**src/i2cm_pkg.sv**
```systemverilog
package i2cm_pkg;

  localparam int unsigned TickWidth = 16;
  localparam int unsigned PhaseWidth = 5;
  localparam int unsigned ApbAddrWidth = 3;
  localparam int unsigned ApbDataWidth = 32;

  // register index, taken from paddr[2]
  localparam logic REG_PHASE_TICKS = 1'b0;

  localparam logic [TickWidth-1:0] PhaseTicksReset = 16'd1;

  typedef enum logic [2:0] {
    CMD_START = 3'd0,
    CMD_STOP  = 3'd1,
    CMD_WRITE = 3'd2,
    CMD_READ  = 3'd3,
    CMD_RACK  = 3'd4,
    CMD_SACK  = 3'd5,
    CMD_TICK  = 3'd6
  } cmd_t;

  typedef struct packed {
    cmd_t       command;
    logic [7:0] write_data;
    logic       ack_level;
    logic       sda_level;
  } req_t;

  typedef struct packed {
    logic       scl_out;
    logic       sda_out;
    logic       busy_res;
    logic       done_res;
    logic [7:0] read_data;
    logic       ack_received;
    logic       rejected;
  } res_t;

endpackage

```
**src/i2cm_cfg.sv**
```systemverilog
module i2cm_cfg
  import i2cm_pkg::*;
(
  input  logic                    clk,
  input  logic                    rst,
  input  logic                    psel,
  input  logic                    penable,
  input  logic                    pwrite,
  input  logic [ApbAddrWidth-1:0] paddr,
  input  logic [ApbDataWidth-1:0] pwdata,
  output logic [ApbDataWidth-1:0] prdata,
  output logic                    pready,
  output logic [TickWidth-1:0]    phase_ticks
);

  logic reg_index;
  logic wr_en;

  assign pready    = 1'b1;
  assign reg_index = paddr[2];
  assign wr_en     = psel && penable && pwrite && pready;

  always_ff @(posedge clk) begin
    if (rst) begin
      phase_ticks <= PhaseTicksReset;
    end else if (wr_en && (reg_index == REG_PHASE_TICKS)) begin
      phase_ticks <= pwdata[TickWidth-1:0];
    end
  end

  always_comb begin
    prdata = '0;
    if (reg_index == REG_PHASE_TICKS) begin
      prdata = {{(ApbDataWidth-TickWidth){1'b0}}, phase_ticks};
    end
  end

endmodule

```
**src/i2cm_seq.sv**
```systemverilog
module i2cm_seq
  import i2cm_pkg::*;
(
  input  logic                 clk,
  input  logic                 rst,
  input  logic                 advance,
  input  req_t                 item,
  input  logic [TickWidth-1:0] phase_ticks,
  output res_t                 result
);

  typedef enum logic [6:0] {
    ST_IDLE  = 7'b0000001,
    ST_START = 7'b0000010,
    ST_STOP  = 7'b0000100,
    ST_WRITE = 7'b0001000,
    ST_READ  = 7'b0010000,
    ST_RACK  = 7'b0100000,
    ST_SACK  = 7'b1000000
  } op_state_t;

  typedef struct packed {
    logic scl;
    logic sda;
  } lines_t;

  function automatic op_state_t cmd_to_state(cmd_t c);
    op_state_t s;
    case (c)
      CMD_START: s = ST_START;
      CMD_STOP:  s = ST_STOP;
      CMD_WRITE: s = ST_WRITE;
      CMD_READ:  s = ST_READ;
      CMD_RACK:  s = ST_RACK;
      CMD_SACK:  s = ST_SACK;
      default:   s = ST_IDLE;
    endcase
    return s;
  endfunction

  function automatic logic [PhaseWidth-1:0] phase_total(op_state_t s);
    logic [PhaseWidth-1:0] n;
    case (s)
      ST_STOP:           n = 5'd2;
      ST_WRITE, ST_READ: n = 5'd17;
      default:           n = 5'd3;
    endcase
    return n;
  endfunction

  // bit of the byte handled in odd phase p, msb first
  function automatic logic [2:0] bit_of_phase(logic [PhaseWidth-1:0] p);
    logic [PhaseWidth-1:0] pm1;
    pm1 = p - 5'd1;
    return 3'd7 - pm1[3:1];
  endfunction

  // line levels at the start of phase p
  function automatic lines_t enter_phase(op_state_t s, logic [PhaseWidth-1:0] p,
                                         logic [7:0] sb, logic ack, lines_t cur);
    lines_t l;
    l = cur;
    case (s)
      ST_START: begin
        if (p == 5'd0) begin
          l.sda = 1'b1;
          l.scl = 1'b1;
        end else if (p == 5'd1) begin
          l.sda = 1'b0;
        end else begin
          l.scl = 1'b0;
        end
      end
      ST_STOP: begin
        if (p == 5'd0) begin
          l.sda = 1'b0;
          l.scl = 1'b0;
        end else begin
          l.scl = 1'b1;
        end
      end
      ST_WRITE: begin
        if (p == 5'd0) begin
          l.scl = 1'b0;
        end else if (p[0]) begin
          l.sda = sb[bit_of_phase(p)];
          l.scl = 1'b1;
        end else begin
          l.scl = 1'b0;
        end
      end
      ST_READ, ST_RACK: begin
        if (p == 5'd0) begin
          l.sda = 1'b1;
          l.scl = 1'b0;
        end else begin
          l.scl = p[0];
        end
      end
      ST_SACK: begin
        if (p == 5'd1) begin
          l.sda = ack;
          l.scl = 1'b1;
        end else begin
          l.scl = 1'b0;
        end
      end
      default: begin
        l = cur;
      end
    endcase
    return l;
  endfunction

  op_state_t             op, op_next;
  logic [PhaseWidth-1:0] phase, phase_next;
  logic [TickWidth-1:0]  tick_count, tick_count_next;
  logic [7:0]            shift_byte, shift_byte_next;
  lines_t                lines, lines_next;
  logic                  ack_to_send, ack_to_send_next;
  logic                  ack_seen, ack_seen_next;
  logic [7:0]            last_read, last_read_next;

  logic                  busy;
  logic                  done;
  logic                  rej;
  logic [TickWidth-1:0]  len;
  logic [TickWidth-1:0]  tick_inc;
  logic [PhaseWidth-1:0] phase_inc;

  assign busy      = (op != ST_IDLE);
  assign len       = (phase_ticks == '0) ? {{(TickWidth-1){1'b0}}, 1'b1} : phase_ticks;
  assign tick_inc  = tick_count + {{(TickWidth-1){1'b0}}, 1'b1};
  assign phase_inc = phase + 5'd1;

  always_comb begin
    op_next          = op;
    phase_next       = phase;
    tick_count_next  = tick_count;
    shift_byte_next  = shift_byte;
    lines_next       = lines;
    ack_to_send_next = ack_to_send;
    ack_seen_next    = ack_seen;
    last_read_next   = last_read;
    done             = 1'b0;
    rej              = 1'b0;

    case (item.command)
      CMD_START, CMD_STOP, CMD_WRITE, CMD_READ, CMD_RACK, CMD_SACK: begin
        if (busy) begin
          rej = 1'b1;
        end else begin
          op_next         = cmd_to_state(item.command);
          phase_next      = '0;
          tick_count_next = '0;
          if (item.command == CMD_WRITE) shift_byte_next = item.write_data;
          if (item.command == CMD_READ) shift_byte_next = 8'd0;
          if (item.command == CMD_SACK) ack_to_send_next = item.ack_level;
          lines_next = enter_phase(op_next, 5'd0, shift_byte_next, ack_to_send_next, lines);
        end
      end
      CMD_TICK: begin
        if (busy) begin
          if (tick_inc >= len) begin
            tick_count_next = '0;
            // sample sda at the end of an scl-high phase
            if (lines.scl && phase[0]) begin
              if (op == ST_READ) shift_byte_next[bit_of_phase(phase)] = item.sda_level;
              if (op == ST_RACK) ack_seen_next = item.sda_level;
            end
            if (phase_inc >= phase_total(op)) begin
              if (op == ST_STOP) lines_next.sda = 1'b1;
              if (op == ST_READ) last_read_next = shift_byte_next;
              op_next    = ST_IDLE;
              phase_next = '0;
              done       = 1'b1;
            end else begin
              phase_next = phase_inc;
              lines_next = enter_phase(op, phase_inc, shift_byte_next, ack_to_send, lines);
            end
          end else begin
            tick_count_next = tick_inc;
          end
        end
      end
      default: begin
        // unused command code, no effect
      end
    endcase
  end

  always_ff @(posedge clk) begin
    if (rst) begin
      op          <= ST_IDLE;
      phase       <= '0;
      tick_count  <= '0;
      shift_byte  <= 8'd0;
      lines       <= '{scl: 1'b1, sda: 1'b1};
      ack_to_send <= 1'b0;
      ack_seen    <= 1'b0;
      last_read   <= 8'd0;
    end else if (advance) begin
      op          <= op_next;
      phase       <= phase_next;
      tick_count  <= tick_count_next;
      shift_byte  <= shift_byte_next;
      lines       <= lines_next;
      ack_to_send <= ack_to_send_next;
      ack_seen    <= ack_seen_next;
      last_read   <= last_read_next;
    end
  end

  always_comb begin
    result.scl_out      = lines_next.scl;
    result.sda_out      = lines_next.sda;
    result.busy_res     = (op_next != ST_IDLE);
    result.done_res     = done;
    result.read_data    = last_read_next;
    result.ack_received = ack_seen_next;
    result.rejected     = rej;
  end

endmodule

```
**src/i2c_master_bit_engine_core.sv**
```systemverilog
// I2C master bit sequencer. Send start, stop, write byte, read byte, read ack or send ack
// requests while idle, then tick requests to step the SCL/SDA phases; each phase lasts
// phase_ticks ticks (register 0, zero counts as one). Every request returns one result
// with both line levels, busy, done, the last read byte, the last sampled ack and a
// rejected flag for a command sent while busy. One request is taken per clock while req_stall
// is low; each request goes into the input register, then through one pass of the sequencer
// update into the result register. While a result waits on res_stall the input register
// still takes one more request, and then req_stall rises.
module i2c_master_bit_engine_core
  import i2cm_pkg::*;
(
  input  logic                    clk,
  input  logic                    rst,
  input  logic                    req_valid,
  output logic                    req_stall,
  input  req_t                    req,
  output logic                    res_valid,
  input  logic                    res_stall,
  output res_t                    res,
  input  logic                    psel,
  input  logic                    penable,
  input  logic                    pwrite,
  input  logic [ApbAddrWidth-1:0] paddr,
  input  logic [ApbDataWidth-1:0] pwdata,
  output logic [ApbDataWidth-1:0] prdata,
  output logic                    pready
);

  logic                 in_valid;
  req_t                 in_item;
  logic                 advance;
  logic                 req_fire;
  res_t                 step_res;
  logic [TickWidth-1:0] phase_ticks;

  assign advance   = in_valid && (!res_valid || !res_stall);
  assign req_stall = in_valid && !advance;
  assign req_fire  = req_valid && !req_stall;

  i2cm_cfg u_cfg (
    .clk         (clk),
    .rst         (rst),
    .psel        (psel),
    .penable     (penable),
    .pwrite      (pwrite),
    .paddr       (paddr),
    .pwdata      (pwdata),
    .prdata      (prdata),
    .pready      (pready),
    .phase_ticks (phase_ticks)
  );

  i2cm_seq u_seq (
    .clk         (clk),
    .rst         (rst),
    .advance     (advance),
    .item        (in_item),
    .phase_ticks (phase_ticks),
    .result      (step_res)
  );

  always_ff @(posedge clk) begin
    if (rst) begin
      in_valid <= 1'b0;
    end else if (req_fire) begin
      in_valid <= 1'b1;
    end else if (advance) begin
      in_valid <= 1'b0;
    end
  end

  always_ff @(posedge clk) begin
    if (req_fire) begin
      in_item <= req;
    end
  end

  always_ff @(posedge clk) begin
    if (rst) begin
      res_valid <= 1'b0;
    end else if (advance) begin
      res_valid <= 1'b1;
    end else if (!res_stall) begin
      res_valid <= 1'b0;
    end
  end

  always_ff @(posedge clk) begin
    if (advance) begin
      res <= step_res;
    end
  end

  a_done_not_busy: assert property (@(posedge clk) disable iff (rst)
    res_valid && res.done_res |-> !res.busy_res)
    else $error("done result still shows busy");

  a_reject_not_done: assert property (@(posedge clk) disable iff (rst)
    res_valid && res.rejected |-> !res.done_res)
    else $error("rejected request also completed a command");

  a_stall_needs_item: assert property (@(posedge clk) disable iff (rst)
    req_stall |-> in_valid && res_valid && res_stall)
    else $error("request stalled with no blocked item");

  a_result_follows_item: assert property (@(posedge clk) disable iff (rst)
    advance |=> res_valid)
    else $error("processed request produced no result");

endmodule

```
**config.mk**
```make
export PLATFORM = sky130hd
export DESIGN_NAME = i2c_master_bit_engine_core
export DESIGN_NICKNAME = d
export VERILOG_FILES = /design/src/i2cm_pkg.sv /design/src/i2cm_cfg.sv /design/src/i2cm_seq.sv /design/src/i2c_master_bit_engine_core.sv
export SDC_FILE = /design/constraint.sdc
export NUM_CORES = 1
export LEC_CHECK = 0
export BUFFER_PORTS_ARGS = -buffer_cell sky130_fd_sc_hd__buf_2
export CAP_MARGIN = 20
export CORE_ASPECT_RATIO = 1.4
export CORE_MARGIN = 1
export CORE_UTILIZATION = 48
export DETAILED_ROUTE_END_ITERATION = 16
export PLACE_DENSITY = 0.72
export SYNTH_ARGS = -nofsm -noshare
export SYNTH_HDL_FRONTEND = slang
export SYNTH_SLANG_ARGS = --single-unit
```
**constraint.sdc**
```tcl
create_clock -name clk -period 3.7 [get_ports clk]
set_input_delay 0.37 -clock clk [delete_from_list [all_inputs] [get_ports clk]]
set_output_delay 0.37 -clock clk [all_outputs]
set_load 0.01 [all_outputs]
```
==> metrics <==
Worst path max stage delay=0.49 ns; placer congestion estimate=0.893; Min-Delay Path Depth=1; fmax=271 MHz; Die X=92.6 um; drt wl/cell=15.9 um; largest cells by area after synthesis=dfxtp_1, edfxtp_1, a21oi_1; # DRC=0; Synth Register Bits=93; max-cap viol count=0; largest net degree at the start of global routing=36; CP Capture Type=flip-flop; unique cell type count in the Yosys netlist=67; TritonRoute pass-1 iters=5; endpoints failing setup=0; hold_sp=req[7]; met2 usage=43.9%; Yosys top cell area share=24.0%; Min-Delay Path Class=primary input to flip-flop; area of the core=11000 um^2; routed vias/inst=5.72; flop2flop setup slack=0.004 ns; final WL=13900 um; critical path's slowest cell=o41ai_4; pwr/cell area=363 nW/um^2; Req. time, crit path=3.79 ns; fin nets=804; CP startpoint kind=flip-flop; I/O Pins=104; Seq/Total Area, Yosys=38.7%; initial antenna violation count=0; first-pass GRT wire length=22600 um; Placed Instances=853; setup ws final=0.00413 ns; Slew @ Worst Pin=0.738 ns; DPL Wire Length=10100 um; Post-Syn Instances=657; met3 usage=3.31%; crit-path most repeated cell=and3_4; routed via count=4992; Crit Path Class=flip-flop to flip-flop; die area=11900 um^2; share of layout cells above drive strength 1=22.0%; Synth Warn #=0; Worst Path Max Fanout=5; final hold vios=0; Mapped Area=5510 um^2; largest area contributor in the netlist=dfxtp_1; Worst Hold Path EP=in_item[7]$_DFFE_PP_; worst reg2reg startpoint=u_seq.tick_count[1]$_SDFFE_PP0P_; Slew Limit Fails=0; Antenna Nets Post-Route=0; R2R Path End=res[11]$_DFFE_PP_; Post-synth ARST share=0%; number of port buffers=68; met1 Use GR=26.9%; Cell Rows=45; RSZ-0062 raised after global routing=yes; critical path depth=14; Syn-to-layout area delta=17.3%; most common cell in the netlist=nor2_1; VDD IR max=0.000220 V; CP arrival=3.78 ns; Reg clk slew, reported paths=0.07 ns; vias in the first global route=4825; Clock Sinks=93; hold slack final=0.197 ns; Lkg Pwr=2.63 nW; min Tclk post-route=3.70 ns; Layout Cells excl Fill=872; final period utilization=99.9%; pre-CTS WS=-0.0713 ns; CTS root buf=clkbuf_16; Buf/Inv on CP=0; cells along the critical path=ha_4 -> and3_4 -> and3_4 -> and3_4 -> and3_4 -> nand3_4 -> xnor2_2 -> ha_1 -> nand4_1 -> o41ai_4 -> nand2_1 -> o31ai_2 -> a21oi_1 -> or3_1; clock skew=0.00846 ns; dpl cell area=5980 um^2; Synth Flop Type=dfxtp_1; Chip Height=129 um; max_slew headroom=50.8%; Bufs on Longest Clock Path=2; ant diodes=0; Starting Density=50.0%; Tot GR Track Use=23.8%; Final Instance Area=6470 um^2; number of enable flip-flop cells after synthesis=27; clk_lat worst skew=0.35 ns; Most Crowded Layer GR=met2; CTS tree=built; H-tree depth=3; mean area per synthesized cell=8.39 um^2; DR iter-0 viols=391; R2R cell count=14; outcome=complete, no violations; grt ovf=0; Synth top cells by count=nor2_1, nand2_1, a21oi_1; clock buffer count from CTS=9; crit-path leading delay family=simple AND/OR/NAND/NOR gates
logic make-up after synthesis:
logic type,synth area share (%)
AOI/OAI and AO/OA,17.9
xor gates and xnor gates,3.18
adders and majority gates,5.22
buffers and inverters,6.92
DFF,38.7
muxes,4.22
other,0.136
and+or+nand+nor,23.7
registers in the layout, indices dropped and copies added (netlist names):
| signal | count |
|---|---|
| u_seq.ack_seen | 1 |
| u_seq.tick_count | 16 |
| u_seq.lines | 2 |
| u_seq.last_read | 8 |
| u_cfg.phase_ticks | 16 |
| u_seq.phase | 5 |
| u_seq.ack_to_send | 1 |
| in_item | 13 |
| res | 14 |
| in_valid | 1 |
| u_seq.op | 7 |
| res_valid | 1 |
| u_seq.shift_byte | 8 |
cell type report:
type,count,area (um^2)
Clock inverter,5,52.6
Inverter,28,105
Fill cell,1021,4570
Multi-Input combinational cell,500,3160
Sequential cell,93,2150
Clock buffer,11,264
Tap cell,141,176
Timing Repair Buffer,94,561
per-layer routing:
metal / wire [um] / part of all wire [%]
met4: 428 / 3.1
met3: 520 / 3.8
met1: 5510 / 40
met2: 7400 / 53
met5: 0 / 0
how the worst max path moves through the flow:
stage | startpoint | endpoint | slack [ns]
final | u_seq.tick_count[1]$_SDFFE_PP0P_ | res[11]$_DFFE_PP_ | 0.004
after global routing | u_seq.tick_count[0]$_SDFFE_PP0P_ | u_seq.ack_seen$_SDFFE_PP0P_ | -0.1
after CTS | u_seq.tick_count[0]$_SDFFE_PP0P_ | u_seq.last_read[1]$_SDFFE_PP0P_ | -0.01
after detailed placement | u_seq.tick_count[1]$_SDFFE_PP0P_ | u_seq.ack_seen$_SDFFE_PP0P_ | -0.07
after global placement | u_seq.tick_count[0]$_SDFFE_PP0P_ | u_seq.last_read[3]$_SDFFE_PP0P_ | 0.04
after floorplan | u_seq.tick_count[0]$_SDFFE_PP0P_ | res[11]$_DFFE_PP_ | 0.11
power by group:
group          internal (W)  total (W)  switching [W]
Clock              0.000528   0.000945       0.000417
Sequential          0.00108    0.00111      0.0000325
Combinational      0.000107   0.000289       0.000182
Total               0.00172    0.00235       0.000631
layout by cell type (no fill, tap or decap), types with 19 or more instances in the layout:
cell type | netlist | final
a21oi_1 | 67 | 65
buf_2 | 5 | 68
buf_4 | 19 | 24
dfxtp_1 | 66 | 61
edfxtp_1 | 27 | 27
ha_1 | 23 | 22
inv_1 | 28 | 28
nand2_1 | 76 | 76
nand3_1 | 20 | 19
nor2_1 | 77 | 77
o21ai_0 | 26 | 24
repair_timing:
| action | in CTS | in global routing |
|---|---|---|
| pin swaps | 1 | 6 |
| endpoints found under the setup margin | 12 | 46 |
| resized for setup | 2 | 31 |
| setup buffers | 1 | 2 |
| hold buffers | 0 | 0 |
per-stage QoR:
stage | utilization (%) | total power (W) | TNS (ns)
final | 58.6 | 0.00235 | 0
after global routing | 58.6 | 0.00243 | -0.508
after CTS | 57.3 | 0.00236 | -0.0456
after detailed placement | 54.2 | 0.00141 | -0.336
after global placement | 54.2 | 0.00141 | 0
after floorplan | - | 0.00134 | 0
Note: power is estimated with default switching activity, not from simulation.
